File: src/design/afp_pkg.sv
// ----------------------------------------------------------------------------
// afp_pkg
// Shared types and constants for the AT data frame parser.
// ----------------------------------------------------------------------------
package afp_pkg;

    localparam int MAX_PAYLOAD_DEF = 256;

    localparam int ACC_W = 17;

    localparam logic       CMD_BYTE  = 1'b0;
    localparam logic       CMD_ABORT = 1'b1;

    localparam logic [1:0] CLASS_ACK   = 2'd0;
    localparam logic [1:0] CLASS_JSON  = 2'd1;
    localparam logic [1:0] CLASS_OTHER = 2'd2;

    localparam logic [7:0] CH_PLUS   = 8'h2B;
    localparam logic [7:0] CH_I      = 8'h49;
    localparam logic [7:0] CH_P      = 8'h50;
    localparam logic [7:0] CH_D      = 8'h44;
    localparam logic [7:0] CH_COMMA  = 8'h2C;
    localparam logic [7:0] CH_COLON  = 8'h3A;
    localparam logic [7:0] CH_LBRACE = 8'h7B;
    localparam logic [7:0] CH_ZERO   = 8'h30;
    localparam logic [7:0] CH_NINE   = 8'h39;

    localparam logic [7:0] ACK_B0 = 8'h40;
    localparam logic [7:0] ACK_B1 = 8'h02;
    localparam logic [7:0] ACK_B2 = 8'h00;
    localparam logic [7:0] ACK_B3 = 8'h0A;

    localparam logic [2:0] MAX_DIGITS = 3'd5;

    typedef struct packed {
        logic       cmd;
        logic [7:0] rx_byte;
    } in_item_t;

    typedef struct packed {
        logic [7:0] payload_byte;
        logic [8:0] frame_length;
        logic       is_last;
        logic [1:0] frame_class;
    } out_item_t;

endpackage

File: src/design/afp_in_reg.sv
// ----------------------------------------------------------------------------
// afp_in_reg
// Input register: holds one accepted item until the parser consumes it.
// ----------------------------------------------------------------------------
module afp_in_reg
    import afp_pkg::*;
(
    input  logic     clk,
    input  logic     rst_n,
    input  logic     in_valid,
    output logic     in_stall,
    input  in_item_t in_item,
    input  logic     take,
    output logic     held_valid,
    output in_item_t held_item
);

    logic     valid_reg;
    in_item_t item_reg;
    logic     load;

    assign load       = in_valid && !in_stall;
    assign in_stall   = valid_reg && !take;
    assign held_valid = valid_reg;
    assign held_item  = item_reg;

    always_ff @(posedge clk or negedge rst_n)
    begin
        if (!rst_n)
        begin
            valid_reg <= 1'b0;
        end
        else if (load)
        begin
            valid_reg <= 1'b1;
        end
        else if (take)
        begin
            valid_reg <= 1'b0;
        end
    end

    always_ff @(posedge clk)
    begin
        if (load)
        begin
            item_reg <= in_item;
        end
    end

endmodule

File: src/design/afp_parser.sv
// ----------------------------------------------------------------------------
// afp_parser
// Header hunt, length decode and payload tracking; one item per fire.
// ----------------------------------------------------------------------------
module afp_parser
    import afp_pkg::*;
#(
    parameter int MAX_PAYLOAD = MAX_PAYLOAD_DEF
)
(
    input  logic      clk,
    input  logic      rst_n,
    input  logic      fire,
    input  in_item_t  item,
    output logic      res_valid,
    output out_item_t res_item
);

    localparam int LEN_W = $clog2(MAX_PAYLOAD + 1);

    localparam logic [2:0] PH_IDLE  = 3'd0;
    localparam logic [2:0] PH_PLUS  = 3'd1;
    localparam logic [2:0] PH_I     = 3'd2;
    localparam logic [2:0] PH_P     = 3'd3;
    localparam logic [2:0] PH_D     = 3'd4;
    localparam logic [2:0] PH_AFTER = 3'd5;
    localparam logic [2:0] PH_LEN   = 3'd6;
    localparam logic [2:0] PH_RECV  = 3'd7;

    logic [2:0]       phase_reg,  phase_next;
    logic [ACC_W-1:0] acc_reg,    acc_next;
    logic [2:0]       digits_reg, digits_next;
    logic [LEN_W-1:0] len_reg,    len_next;
    logic [LEN_W-1:0] count_reg,  count_next;
    logic             ack_reg,    ack_next;
    logic             brace_reg,  brace_next;

    logic [7:0]       b;
    logic             is_digit;
    logic [3:0]       digit;
    logic [ACC_W-1:0] acc_mac;
    logic [15:0]      len16;
    logic             len_bad;
    logic [LEN_W-1:0] count_inc;
    logic             last;
    logic             ack_now;
    logic             brace_now;
    logic [7:0]       ack_ref;
    logic [1:0]       cls;

    assign b        = item.rx_byte;
    assign is_digit = (b >= CH_ZERO) && (b <= CH_NINE);
    assign digit    = b[3:0];
    assign acc_mac  = ACC_W'({acc_reg, 3'b000}) + ACC_W'({acc_reg, 1'b0}) + ACC_W'(digit);
    assign len16    = acc_reg[15:0];
    assign len_bad  = (digits_reg == 3'd0) || (len16 == 16'd0)
                      || (32'(len16) > MAX_PAYLOAD);
    assign count_inc = count_reg + LEN_W'(1);
    assign last      = count_inc >= len_reg;

    always_comb
    begin
        unique case (count_reg[1:0])
            2'd0:    ack_ref = ACK_B0;
            2'd1:    ack_ref = ACK_B1;
            2'd2:    ack_ref = ACK_B2;
            default: ack_ref = ACK_B3;
        endcase
    end

    assign ack_now   = ack_reg && !((32'(count_reg) < 4) && (b != ack_ref));
    assign brace_now = brace_reg || (b == CH_LBRACE);

    always_comb
    begin
        priority if (!last)
        begin
            cls = CLASS_ACK;
        end
        else if ((32'(len_reg) == 4) && ack_now)
        begin
            cls = CLASS_ACK;
        end
        else if ((32'(len_reg) >= 10) && (32'(len_reg) <= 255) && brace_now)
        begin
            cls = CLASS_JSON;
        end
        else
        begin
            cls = CLASS_OTHER;
        end
    end

    assign res_valid             = fire && (item.cmd == CMD_BYTE) && (phase_reg == PH_RECV);
    assign res_item.payload_byte = b;
    assign res_item.frame_length = 9'(len_reg);
    assign res_item.is_last      = last;
    assign res_item.frame_class  = cls;

    always_comb
    begin
        phase_next  = phase_reg;
        acc_next    = acc_reg;
        digits_next = digits_reg;
        len_next    = len_reg;
        count_next  = count_reg;
        ack_next    = ack_reg;
        brace_next  = brace_reg;
        if (item.cmd == CMD_ABORT)
        begin
            phase_next  = PH_IDLE;
            acc_next    = '0;
            digits_next = '0;
            len_next    = '0;
            count_next  = '0;
            ack_next    = 1'b1;
            brace_next  = 1'b0;
        end
        else
        begin
            unique case (phase_reg)
                PH_IDLE:
                begin
                    if (b == CH_PLUS)
                    begin
                        phase_next = PH_PLUS;
                    end
                end
                PH_PLUS:  phase_next = (b == CH_I) ? PH_I : PH_IDLE;
                PH_I:     phase_next = (b == CH_P) ? PH_P : PH_IDLE;
                PH_P:     phase_next = (b == CH_D) ? PH_D : PH_IDLE;
                PH_D:     phase_next = (b == CH_COMMA) ? PH_AFTER : PH_IDLE;
                PH_AFTER:
                begin
                    if (is_digit)
                    begin
                        acc_next    = ACC_W'(digit);
                        digits_next = 3'd1;
                        phase_next  = PH_LEN;
                    end
                    else
                    begin
                        phase_next  = PH_IDLE;
                        acc_next    = '0;
                        digits_next = '0;
                    end
                end
                PH_LEN:
                begin
                    priority if (is_digit && (digits_reg < MAX_DIGITS))
                    begin
                        acc_next    = acc_mac;
                        digits_next = digits_reg + 3'd1;
                    end
                    else if (b == CH_COLON)
                    begin
                        digits_next = '0;
                        acc_next    = '0;
                        if (len_bad)
                        begin
                            phase_next = PH_IDLE;
                        end
                        else
                        begin
                            len_next   = LEN_W'(len16);
                            count_next = '0;
                            ack_next   = 1'b1;
                            brace_next = 1'b0;
                            phase_next = PH_RECV;
                        end
                    end
                    else if (b == CH_COMMA)
                    begin
                        digits_next = '0;
                        acc_next    = '0;
                    end
                    else
                    begin
                        phase_next  = PH_IDLE;
                        acc_next    = '0;
                        digits_next = '0;
                    end
                end
                default:
                begin
                    if (last)
                    begin
                        phase_next = PH_IDLE;
                        len_next   = '0;
                        count_next = '0;
                        ack_next   = 1'b1;
                        brace_next = 1'b0;
                    end
                    else
                    begin
                        count_next = count_inc;
                        ack_next   = ack_now;
                        brace_next = brace_now;
                    end
                end
            endcase
        end
    end

    always_ff @(posedge clk or negedge rst_n)
    begin
        if (!rst_n)
        begin
            phase_reg  <= PH_IDLE;
            acc_reg    <= '0;
            digits_reg <= '0;
            len_reg    <= '0;
            count_reg  <= '0;
            ack_reg    <= 1'b1;
            brace_reg  <= 1'b0;
        end
        else if (fire)
        begin
            phase_reg  <= phase_next;
            acc_reg    <= acc_next;
            digits_reg <= digits_next;
            len_reg    <= len_next;
            count_reg  <= count_next;
            ack_reg    <= ack_next;
            brace_reg  <= brace_next;
        end
    end

endmodule

File: src/design/afp_out_reg.sv
// ----------------------------------------------------------------------------
// afp_out_reg
// Result register: holds one result item until the receiver takes it.
// ----------------------------------------------------------------------------
module afp_out_reg
    import afp_pkg::*;
(
    input  logic      clk,
    input  logic      rst_n,
    input  logic      load,
    input  out_item_t load_item,
    output logic      ready,
    output logic      out_valid,
    input  logic      out_stall,
    output out_item_t out_item
);

    logic      valid_reg;
    out_item_t item_reg;

    assign ready     = !valid_reg || !out_stall;
    assign out_valid = valid_reg;
    assign out_item  = item_reg;

    always_ff @(posedge clk or negedge rst_n)
    begin
        if (!rst_n)
        begin
            valid_reg <= 1'b0;
        end
        else if (ready)
        begin
            valid_reg <= load;
        end
    end

    always_ff @(posedge clk)
    begin
        if (load && ready)
        begin
            item_reg <= load_item;
        end
    end

endmodule

File: src/design/at_data_frame_parser_top.sv
// ----------------------------------------------------------------------------
// at_data_frame_parser_top
// Path: input register, then combinational parser, then result register.
// Throughput: one item per cycle; the result register sets the pace under stall.
// Reset: rst_n clears the parser to idle with no item held; no clearing pass.
// Hunts "+IPD,<len>:" and streams payload bytes with length, last mark, class.
// ----------------------------------------------------------------------------
module at_data_frame_parser_top
    import afp_pkg::*;
#(
    parameter int MAX_PAYLOAD = MAX_PAYLOAD_DEF
)
(
    input  logic      clk,
    input  logic      rst_n,
    input  logic      in_valid,
    output logic      in_stall,
    input  in_item_t  in_item,
    output logic      out_valid,
    input  logic      out_stall,
    output out_item_t out_item
);

    logic      held_valid;
    in_item_t  held_item;
    logic      out_ready;
    logic      fire;
    logic      res_valid;
    out_item_t res_item;

    assign fire = held_valid && out_ready;

    afp_in_reg u_in_reg (
        .clk        (clk),
        .rst_n      (rst_n),
        .in_valid   (in_valid),
        .in_stall   (in_stall),
        .in_item    (in_item),
        .take       (fire),
        .held_valid (held_valid),
        .held_item  (held_item)
    );

    afp_parser #(
        .MAX_PAYLOAD (MAX_PAYLOAD)
    ) u_parser (
        .clk       (clk),
        .rst_n     (rst_n),
        .fire      (fire),
        .item      (held_item),
        .res_valid (res_valid),
        .res_item  (res_item)
    );

    afp_out_reg u_out_reg (
        .clk       (clk),
        .rst_n     (rst_n),
        .load      (res_valid),
        .load_item (res_item),
        .ready     (out_ready),
        .out_valid (out_valid),
        .out_stall (out_stall),
        .out_item  (out_item)
    );

endmodule
File: config.mk
export PLATFORM = sky130hd
export DESIGN_NAME = at_data_frame_parser_top
export DESIGN_NICKNAME = d
export VERILOG_FILES = /design/src/design/afp_pkg.sv /design/src/design/afp_in_reg.sv /design/src/design/afp_parser.sv /design/src/design/afp_out_reg.sv /design/src/design/at_data_frame_parser_top.sv
export SDC_FILE = /design/constraint.sdc
export NUM_CORES = 1
export LEC_CHECK = 0
export ABC_AREA = 1
export BUFFER_PORTS_ARGS = -buffer_cell sky130_fd_sc_hd__buf_2
export CAP_MARGIN = 25
export CORE_ASPECT_RATIO = 0.8
export CORE_MARGIN = 2
export CORE_UTILIZATION = 45
export CTS_CLUSTER_SIZE = 14
export DETAILED_ROUTE_END_ITERATION = 12
export SETUP_SLACK_MARGIN = 0.05
export SLEW_MARGIN = 20
export SYNTH_ARGS = -nofsm -noshare
export SYNTH_HDL_FRONTEND = slang
export SYNTH_HIERARCHICAL = 1
export SYNTH_SLANG_ARGS = --single-unit
File: constraint.sdc
create_clock -name clk -period 6.5 [get_ports clk]
set_input_delay 0.325 -clock clk [delete_from_list [all_inputs] [get_ports clk]]
set_output_delay 0.325 -clock clk [all_outputs]
set_load 0.005 [all_outputs]
==> results of run 1 <==
cell families after synthesis:
kind of cell / Yosys count
compound gates: 69
xor+xnor: 15
flops: 73
simple gates: 301
fa+ha+maj: 42
buf+inv: 109
cells in the mapped netlist, drive strengths merged:
library cell,count
nor4,2
nand2,162
o21a,1
clkinv,1
nor2,69
a21o,2
or2,1
nand4,21
dfrtp,43
xor2,9
nand3b,2
xnor2,6
fa,2
dfstp,1
o22ai,6
ha,40
o21ai,40
buf,17
o211ai,1
o2111ai,1
a31oi,1
edfxtp,29
inv,91
o21bai,1
a21oi,16
nand3,34
nor3,10
through the flow:
step                      total power, mW  worst slack [ns]  utilization, %  hold slack [ns]
final                                1.15              3.18            51.3          -0.0130
after global routing                 1.19              2.72            51.3           0.0453
after CTS                            1.16              3.22            51.3            0.155
after detailed placement            0.582              3.25            48.1            0.466
after global placement              0.580              3.49            48.1            0.459
after floorplan                     0.566              4.07               -           0.0294
power breakdown:
part / internal, mW / switching [mW]
Clock: 0.385 / 0.192
Combinational: 0.0206 / 0.0522
Sequential: 0.488 / 0.0128
Total: 0.893 / 0.257
layout make-up:
cell class	count	share of cell area [%]
multi-input cells	427	45.7
flip-flops and latches	73	35.3
inverters	92	6.36
clock buffers	11	4.35
repair buffers	35	3.23
well taps	144	3.23
clock inverters	5	1.84
path summary, 6_finish.rpt:
path                                            start  slack [ns]                    end
worst max-delay path            u_parser/count_reg[0]        3.18  u_parser/count_reg[5]
worst min-delay path                            rst_n       -0.01   u_parser/acc_reg[12]
worst max register to register  u_parser/count_reg[0]        3.18  u_parser/count_reg[5]
worst min register to register       u_parser/ack_reg        0.47       u_parser/ack_reg
max in group asynchronous                       rst_n        6.11  u_parser/count_reg[8]
min in group clk                           in_item[6]        0.16  u_in_reg/held_item[6]
per-layer routing:
| metal | GRT usage [%] | wire length, microns | up-vias |
|---|---|---|---|
| met5 | 0 | 0 | - |
| met4 | 4.86 | 106 | 0 |
| met3 | 3.94 | 508 | 10 |
| met2 | 28.8 | 4740 | 110 |
| met1 | 31.0 | 5990 | 1884 |
| li1 | - | - | 2029 |
==> qor.txt, run 1 <==
status = finished with violations
violated checks = negative hold slack
CTS hold repair buffers = 0
fin area = 0.00558 sq mm
Routed WL = 11300 microns
post-synth top area share = 21.3%
Die ar. = 0.0121 sq mm
Setup crit end kind = flop
critical path depth in cells = 15
slowest CP cell = nand4_1
gr usage total = 20.1%
CTS tree = yes
Final Hold Vio Count = 15
Synth Area in Compound Gates = 9.64%
max reg flops = 20
Net Count, Synth = 664
vias in the first global route = 3907
MaxCap Viol Count = 0
Post-CTS Setup Bufs = 0
VDD IR-drop max = 0.000113 V
PwrDens = 206 mW/mm^2
layout cells sized above 1 = 17.1%
port bufs = 34
Layout area overhead = 10.6%
Post-DRT Antenna Nets = 0
critical path's top delay family = simple AND/OR/NAND/NOR gates
syn avg cell area = 8.29 sq um
# setup viols final = 0
clk_skew = 0.00590 ns
Yosys reg bits = 73
Bufs and invs on worst path = 3
Max Slew Vio Count = 0
Post-Synth Simple-Gate Area = 27.5%
Initial Util = 46.3%
slowest stage delay, CP = 0.46 ns
Worst-path clk slew = 0.06 ns
detailed placement HPWL = 8460 microns
crit path cell chain = ha_1 -> nand2_1 -> inv_1 -> nand2_1 -> nor2_1 -> nand4_1 -> xor2_1 -> inv_1 -> ha_1 -> a21oi_1 -> o21a_1 -> nand4_1 -> inv_1 -> nand2_1 -> o21ai_2
I/O pins = 35
initial antenna violation count = 0
worst-skew pair later-pin latency = 0.34 ns
worst hold-check path type = in -> async
largest net degree at the start of global routing = 45
fmax = 301 MHz
XOR/XNOR Fraction of Synth Area = 2.60%
Max Fanout on Critical Path = 12
1st-iter DRT viols = 266
n_diodes = 0
Setup TNS = 0 ns
htree depth = 3
Worst R2R Path Depth = 15
CTS Buf Count = 9
WS Path Type = reg -> reg
multi-input logic area = 0.00255 sq mm
adder-cell share of the synthesized area = 10.7%
synth unique cells = 44
dominant cells by area after synthesis = dfrtp_1 21%, edfxtp_1 17%, nand2_1 11%
fin cells = 787
Cell Area, Synth = 0.00505 sq mm
DRC = 0
Core ar. = 0.0109 sq mm
CP Data Required Time = 6.76 ns
cells after synthesis = 609
Slew @ Worst Pin = 0.623 ns
nets = 693
crit path DAT = 3.58 ns
via count = 4033
unrepaired setup endpoints after global routing = no
Rows = 34
fin crit period = 3.32 ns
root buffer cell = clkbuf_16
Chip Width = 122 microns
Yosys top cell by area = dfrtp_1
most frequent cells in the layout = 143 x nand2_1, 84 x inv_1, 63 x nor2_1
CTS max path bufs = 2
Startpoint Class = flop
register area share after synthesis = 39.1%
fill count = 1047
P_leak = 2.75 nW
# placed instances = 771
DR pass1 iterations = 5
main combinational cell family by area after synthesis = simple AND/OR/NAND/NOR gates
cell area after placement = 0.00524 sq mm
Vias/cell = 5.12
die height = 98.7 microns
Slew HR = 58.4%
first-pass GRT wire length = 19100 microns
routability cong. = 0.887
WL/cell = 14.4 microns
Reg area = 0.00197 sq mm
YS warnings = 6
CTS sink count = 73
WHS = -0.0130 ns
commonest non-fill, non-tap cell in the layout = nand2_1
ratio of final minimum period to clock period = 51.1%
multiplexer share of the synthesized area = 0%
Post-CTS Resized = 0
grt total ovfl = 0
Power figures use the tool's default switching activity.
==> inputs of run 2 (changes only) <==
- ABC_AREA: 1 -> 0
- clock period: 6.5 -> 3.2 ns (I/O delays scaled with it)
==> qor.txt, run 2 <==
status = completed
crit path DAT = 3.12 ns
cells after synthesis = 445
Chip Width = 117 microns
most frequent cells after synthesis = 45 x nand2_1, 43 x dfrtp_1, 40 x ha_1
Power Total = 2.09 mW
die height = 94.1 microns
1st-iter DRT viols = 179
clk_skew = 0.00680 ns
grt total ovfl = 0
# placed instances = 601
Startpoint Class = flop
switching pwr = 511 uW
first-pass GRT wire length = 17100 microns
register area share after synthesis = 43.3%
root buffer cell = clkbuf_16
WS Path Type = reg -> reg
PwrDens = 401 mW/mm^2
CTS tree = yes
Post-synth EDFFs = 29
Sw Ratio = 24.4%
Yosys reg bits = 73
DRC = 0
unrepaired setup endpoints after global routing = no
fin crit period = 2.85 ns
main flop type after synthesis = dfrtp_1
syn avg cell area = 10.3 sq um
cell internal pwr = 1.58 mW
worst hold-check path type = in -> reg
nets = 541
WHS Path Cells = 2
fill count = 936
detailed placement HPWL = 7570 microns
largest net degree at the start of global routing = 45
Routed WL = 10400 microns
CP Data Required Time = 3.47 ns
vias in the first global route = 3296
worst-skew pair later-pin latency = 0.34 ns
CP Launch Point = u_parser/count_reg[0]
layout cells sized above 1 = 15.3%
via count = 3456
worst flop-to-flop path endpoint = u_parser/phase_reg[0]
critical path depth in cells = 11
port bufs = 34
Setup crit end kind = flop
Die ar. = 0.0110 sq mm
gr usage total = 20.2%
Post-DRT Antenna Nets = 0
Worst R2R Path Depth = 11
slowest stage delay, CP = 0.48 ns
combinational fraction of design power = 6.1%
fmax = 351 MHz
Slew HR = 60.8%
I/O pins = 35
YS warnings = 6
Hold Path End = u_in_reg/held_valid
P_leak = 2.44 nW
commonest non-fill, non-tap cell in the layout = nand2_1
Final Hold Vio Count = 0
Net Count, Synth = 500
MaxCap Viol Count = 0
critical path's top delay family = simple AND/OR/NAND/NOR gates
worst setup margin = 0.352 ns
Core ar. = 0.00977 sq mm
CP most frequent cell = nor2_1
Slew @ Worst Pin = 0.588 ns
CTS max path bufs = 2
Max Slew Vio Count = 0
most common cell in the netlist = nand2_1
WL/cell = 16.5 microns
slowest CP cell = dfrtp_1
CTS sink count = 73
dpl ws = 0.361 ns
initial antenna violation count = 0
ratio of final minimum period to clock period = 89.0%
Yosys top cell by area = dfrtp_1
async set-or-reset flop fraction in the synthesized netlist = 60.3%
post-synth top area share = 23.6%
sequential power share = 48.6%
cell area after placement = 0.00483 sq mm
Vias/cell = 5.51
hold wc startpoint = in_valid
fin area = 0.00522 sq mm
Setup TNS = 0 ns
Bufs and invs on worst path = 0
Layout area overhead = 14.5%
most frequent cells in the layout = 45 x nand2_1, 43 x dfrtp_1, 39 x ha_1
synth unique cells = 63
Cell Area, Synth = 0.00456 sq mm
htree depth = 3
n_diodes = 0
Worst-path clk slew = 0.06 ns
DR pass1 iterations = 5
dominant cells by area after synthesis = dfrtp_1 24%, edfxtp_1 19%, ha_1 11%
VDD IR-drop max = 0.000255 V
Post-CTS Setup Bufs = 0
fin cells = 627
Rows = 32
max reg flops = 20
share of total power in the clock network = 45.2%
CTS Buf Count = 9
crit path cell chain = ha_2 -> and3_1 -> nand3_1 -> nor2_1 -> xor2_1 -> ha_1 -> a21oi_1 -> and2_1 -> nor2_1 -> a2111oi_0 -> a21o_1
routability cong. = 0.825
R2R Setup Slk = 0.35 ns
# setup viols final = 0
Max Fanout on Critical Path = 8
Initial Util = 46.7%
reg2reg start = u_parser/count_reg[0]
-- run 2: changes by cell type after synthesis, sizes merged, moves of 7 or more --
cell,before,now
a21o,2,10
nor4,2,16
nand2b,0,10
a22o,0,16
clkbuf,0,7
o21ai,40,25
nand4,21,8
nor2,69,18
nand2,162,45
inv,91,22
and2,0,7
nand3,34,10
-- run 2: metrics by stage --
step | utilization [%] | hold slack [ns]
after floorplan | - | -0.136
after global placement | 49.4 | 0.338
after detailed placement | 49.4 | 0.338
after CTS | 53.3 | 0.0269
after global routing | 53.4 | 0.0298
final | 53.4 | 0.0329
-- run 2: final cells by class --
class | count | area, sq um | share of cell area (%)
flip-flops and latches | 73 | 1970 | 37.8
repair buffers | 55 | 355 | 6.81
well taps | 136 | 170 | 3.26
clock buffers | 9 | 225 | 4.31
clock inverters | 7 | 60.1 | 1.15
multi-input cells | 325 | 2350 | 45.1
inverters | 22 | 82.6 | 1.58
-- run 2: cells by family after synthesis --
kind of cell	Yosys count	share of synthesized area (%)
simple gates	153	19.2
mux	1	0.219
xor+xnor	20	3.84
flops	73	43.3
buf+inv	47	5.18
fa+ha+maj	42	11.8
compound gates	109	16.4
-- run 2: worst max-delay path by stage --
stage | slack (ns) | end
3_3_place_gp | 0.45 | u_parser/len_reg[4]
5_1_grt | 0.11 | u_parser/phase_reg[0]
2_1_floorplan | 0.56 | u_parser/len_reg[1]
6_report | 0.35 | u_parser/phase_reg[0]
4_1_cts | 0.34 | u_parser/phase_reg[0]
3_5_place_dp | 0.36 | u_parser/len_reg[8]
-- run 2: timing repair --
action                     in CTS  in global routing
gates resized for setup         0                  1
setup endpoints to repair       0                  1
hold buffers                    9                  1
hold endpoints to repair        9                 43
-- run 2: power groups by stage --
stage / Sequential (mW) / Combinational (mW) / Clock, mW
after global placement: 1.03 / 0.116 / 0
after floorplan: 1.02 / 0.0918 / 0
after global routing: 1.02 / 0.142 / 1.01
after detailed placement: 1.04 / 0.118 / 0
after CTS: 1.02 / 0.128 / 0.973
final: 1.02 / 0.128 / 0.946
-- run 2: metal layers --
metal,GRT usage (%),part of all wire (%),wire length [microns],up-vias
li1,-,-,-,1733
met1,29.8,51,5260,1635
met2,30.5,44,4590,79
met3,4.71,4.2,439,9
met4,4.12,0.70,73,0
met5,0,0,0,-
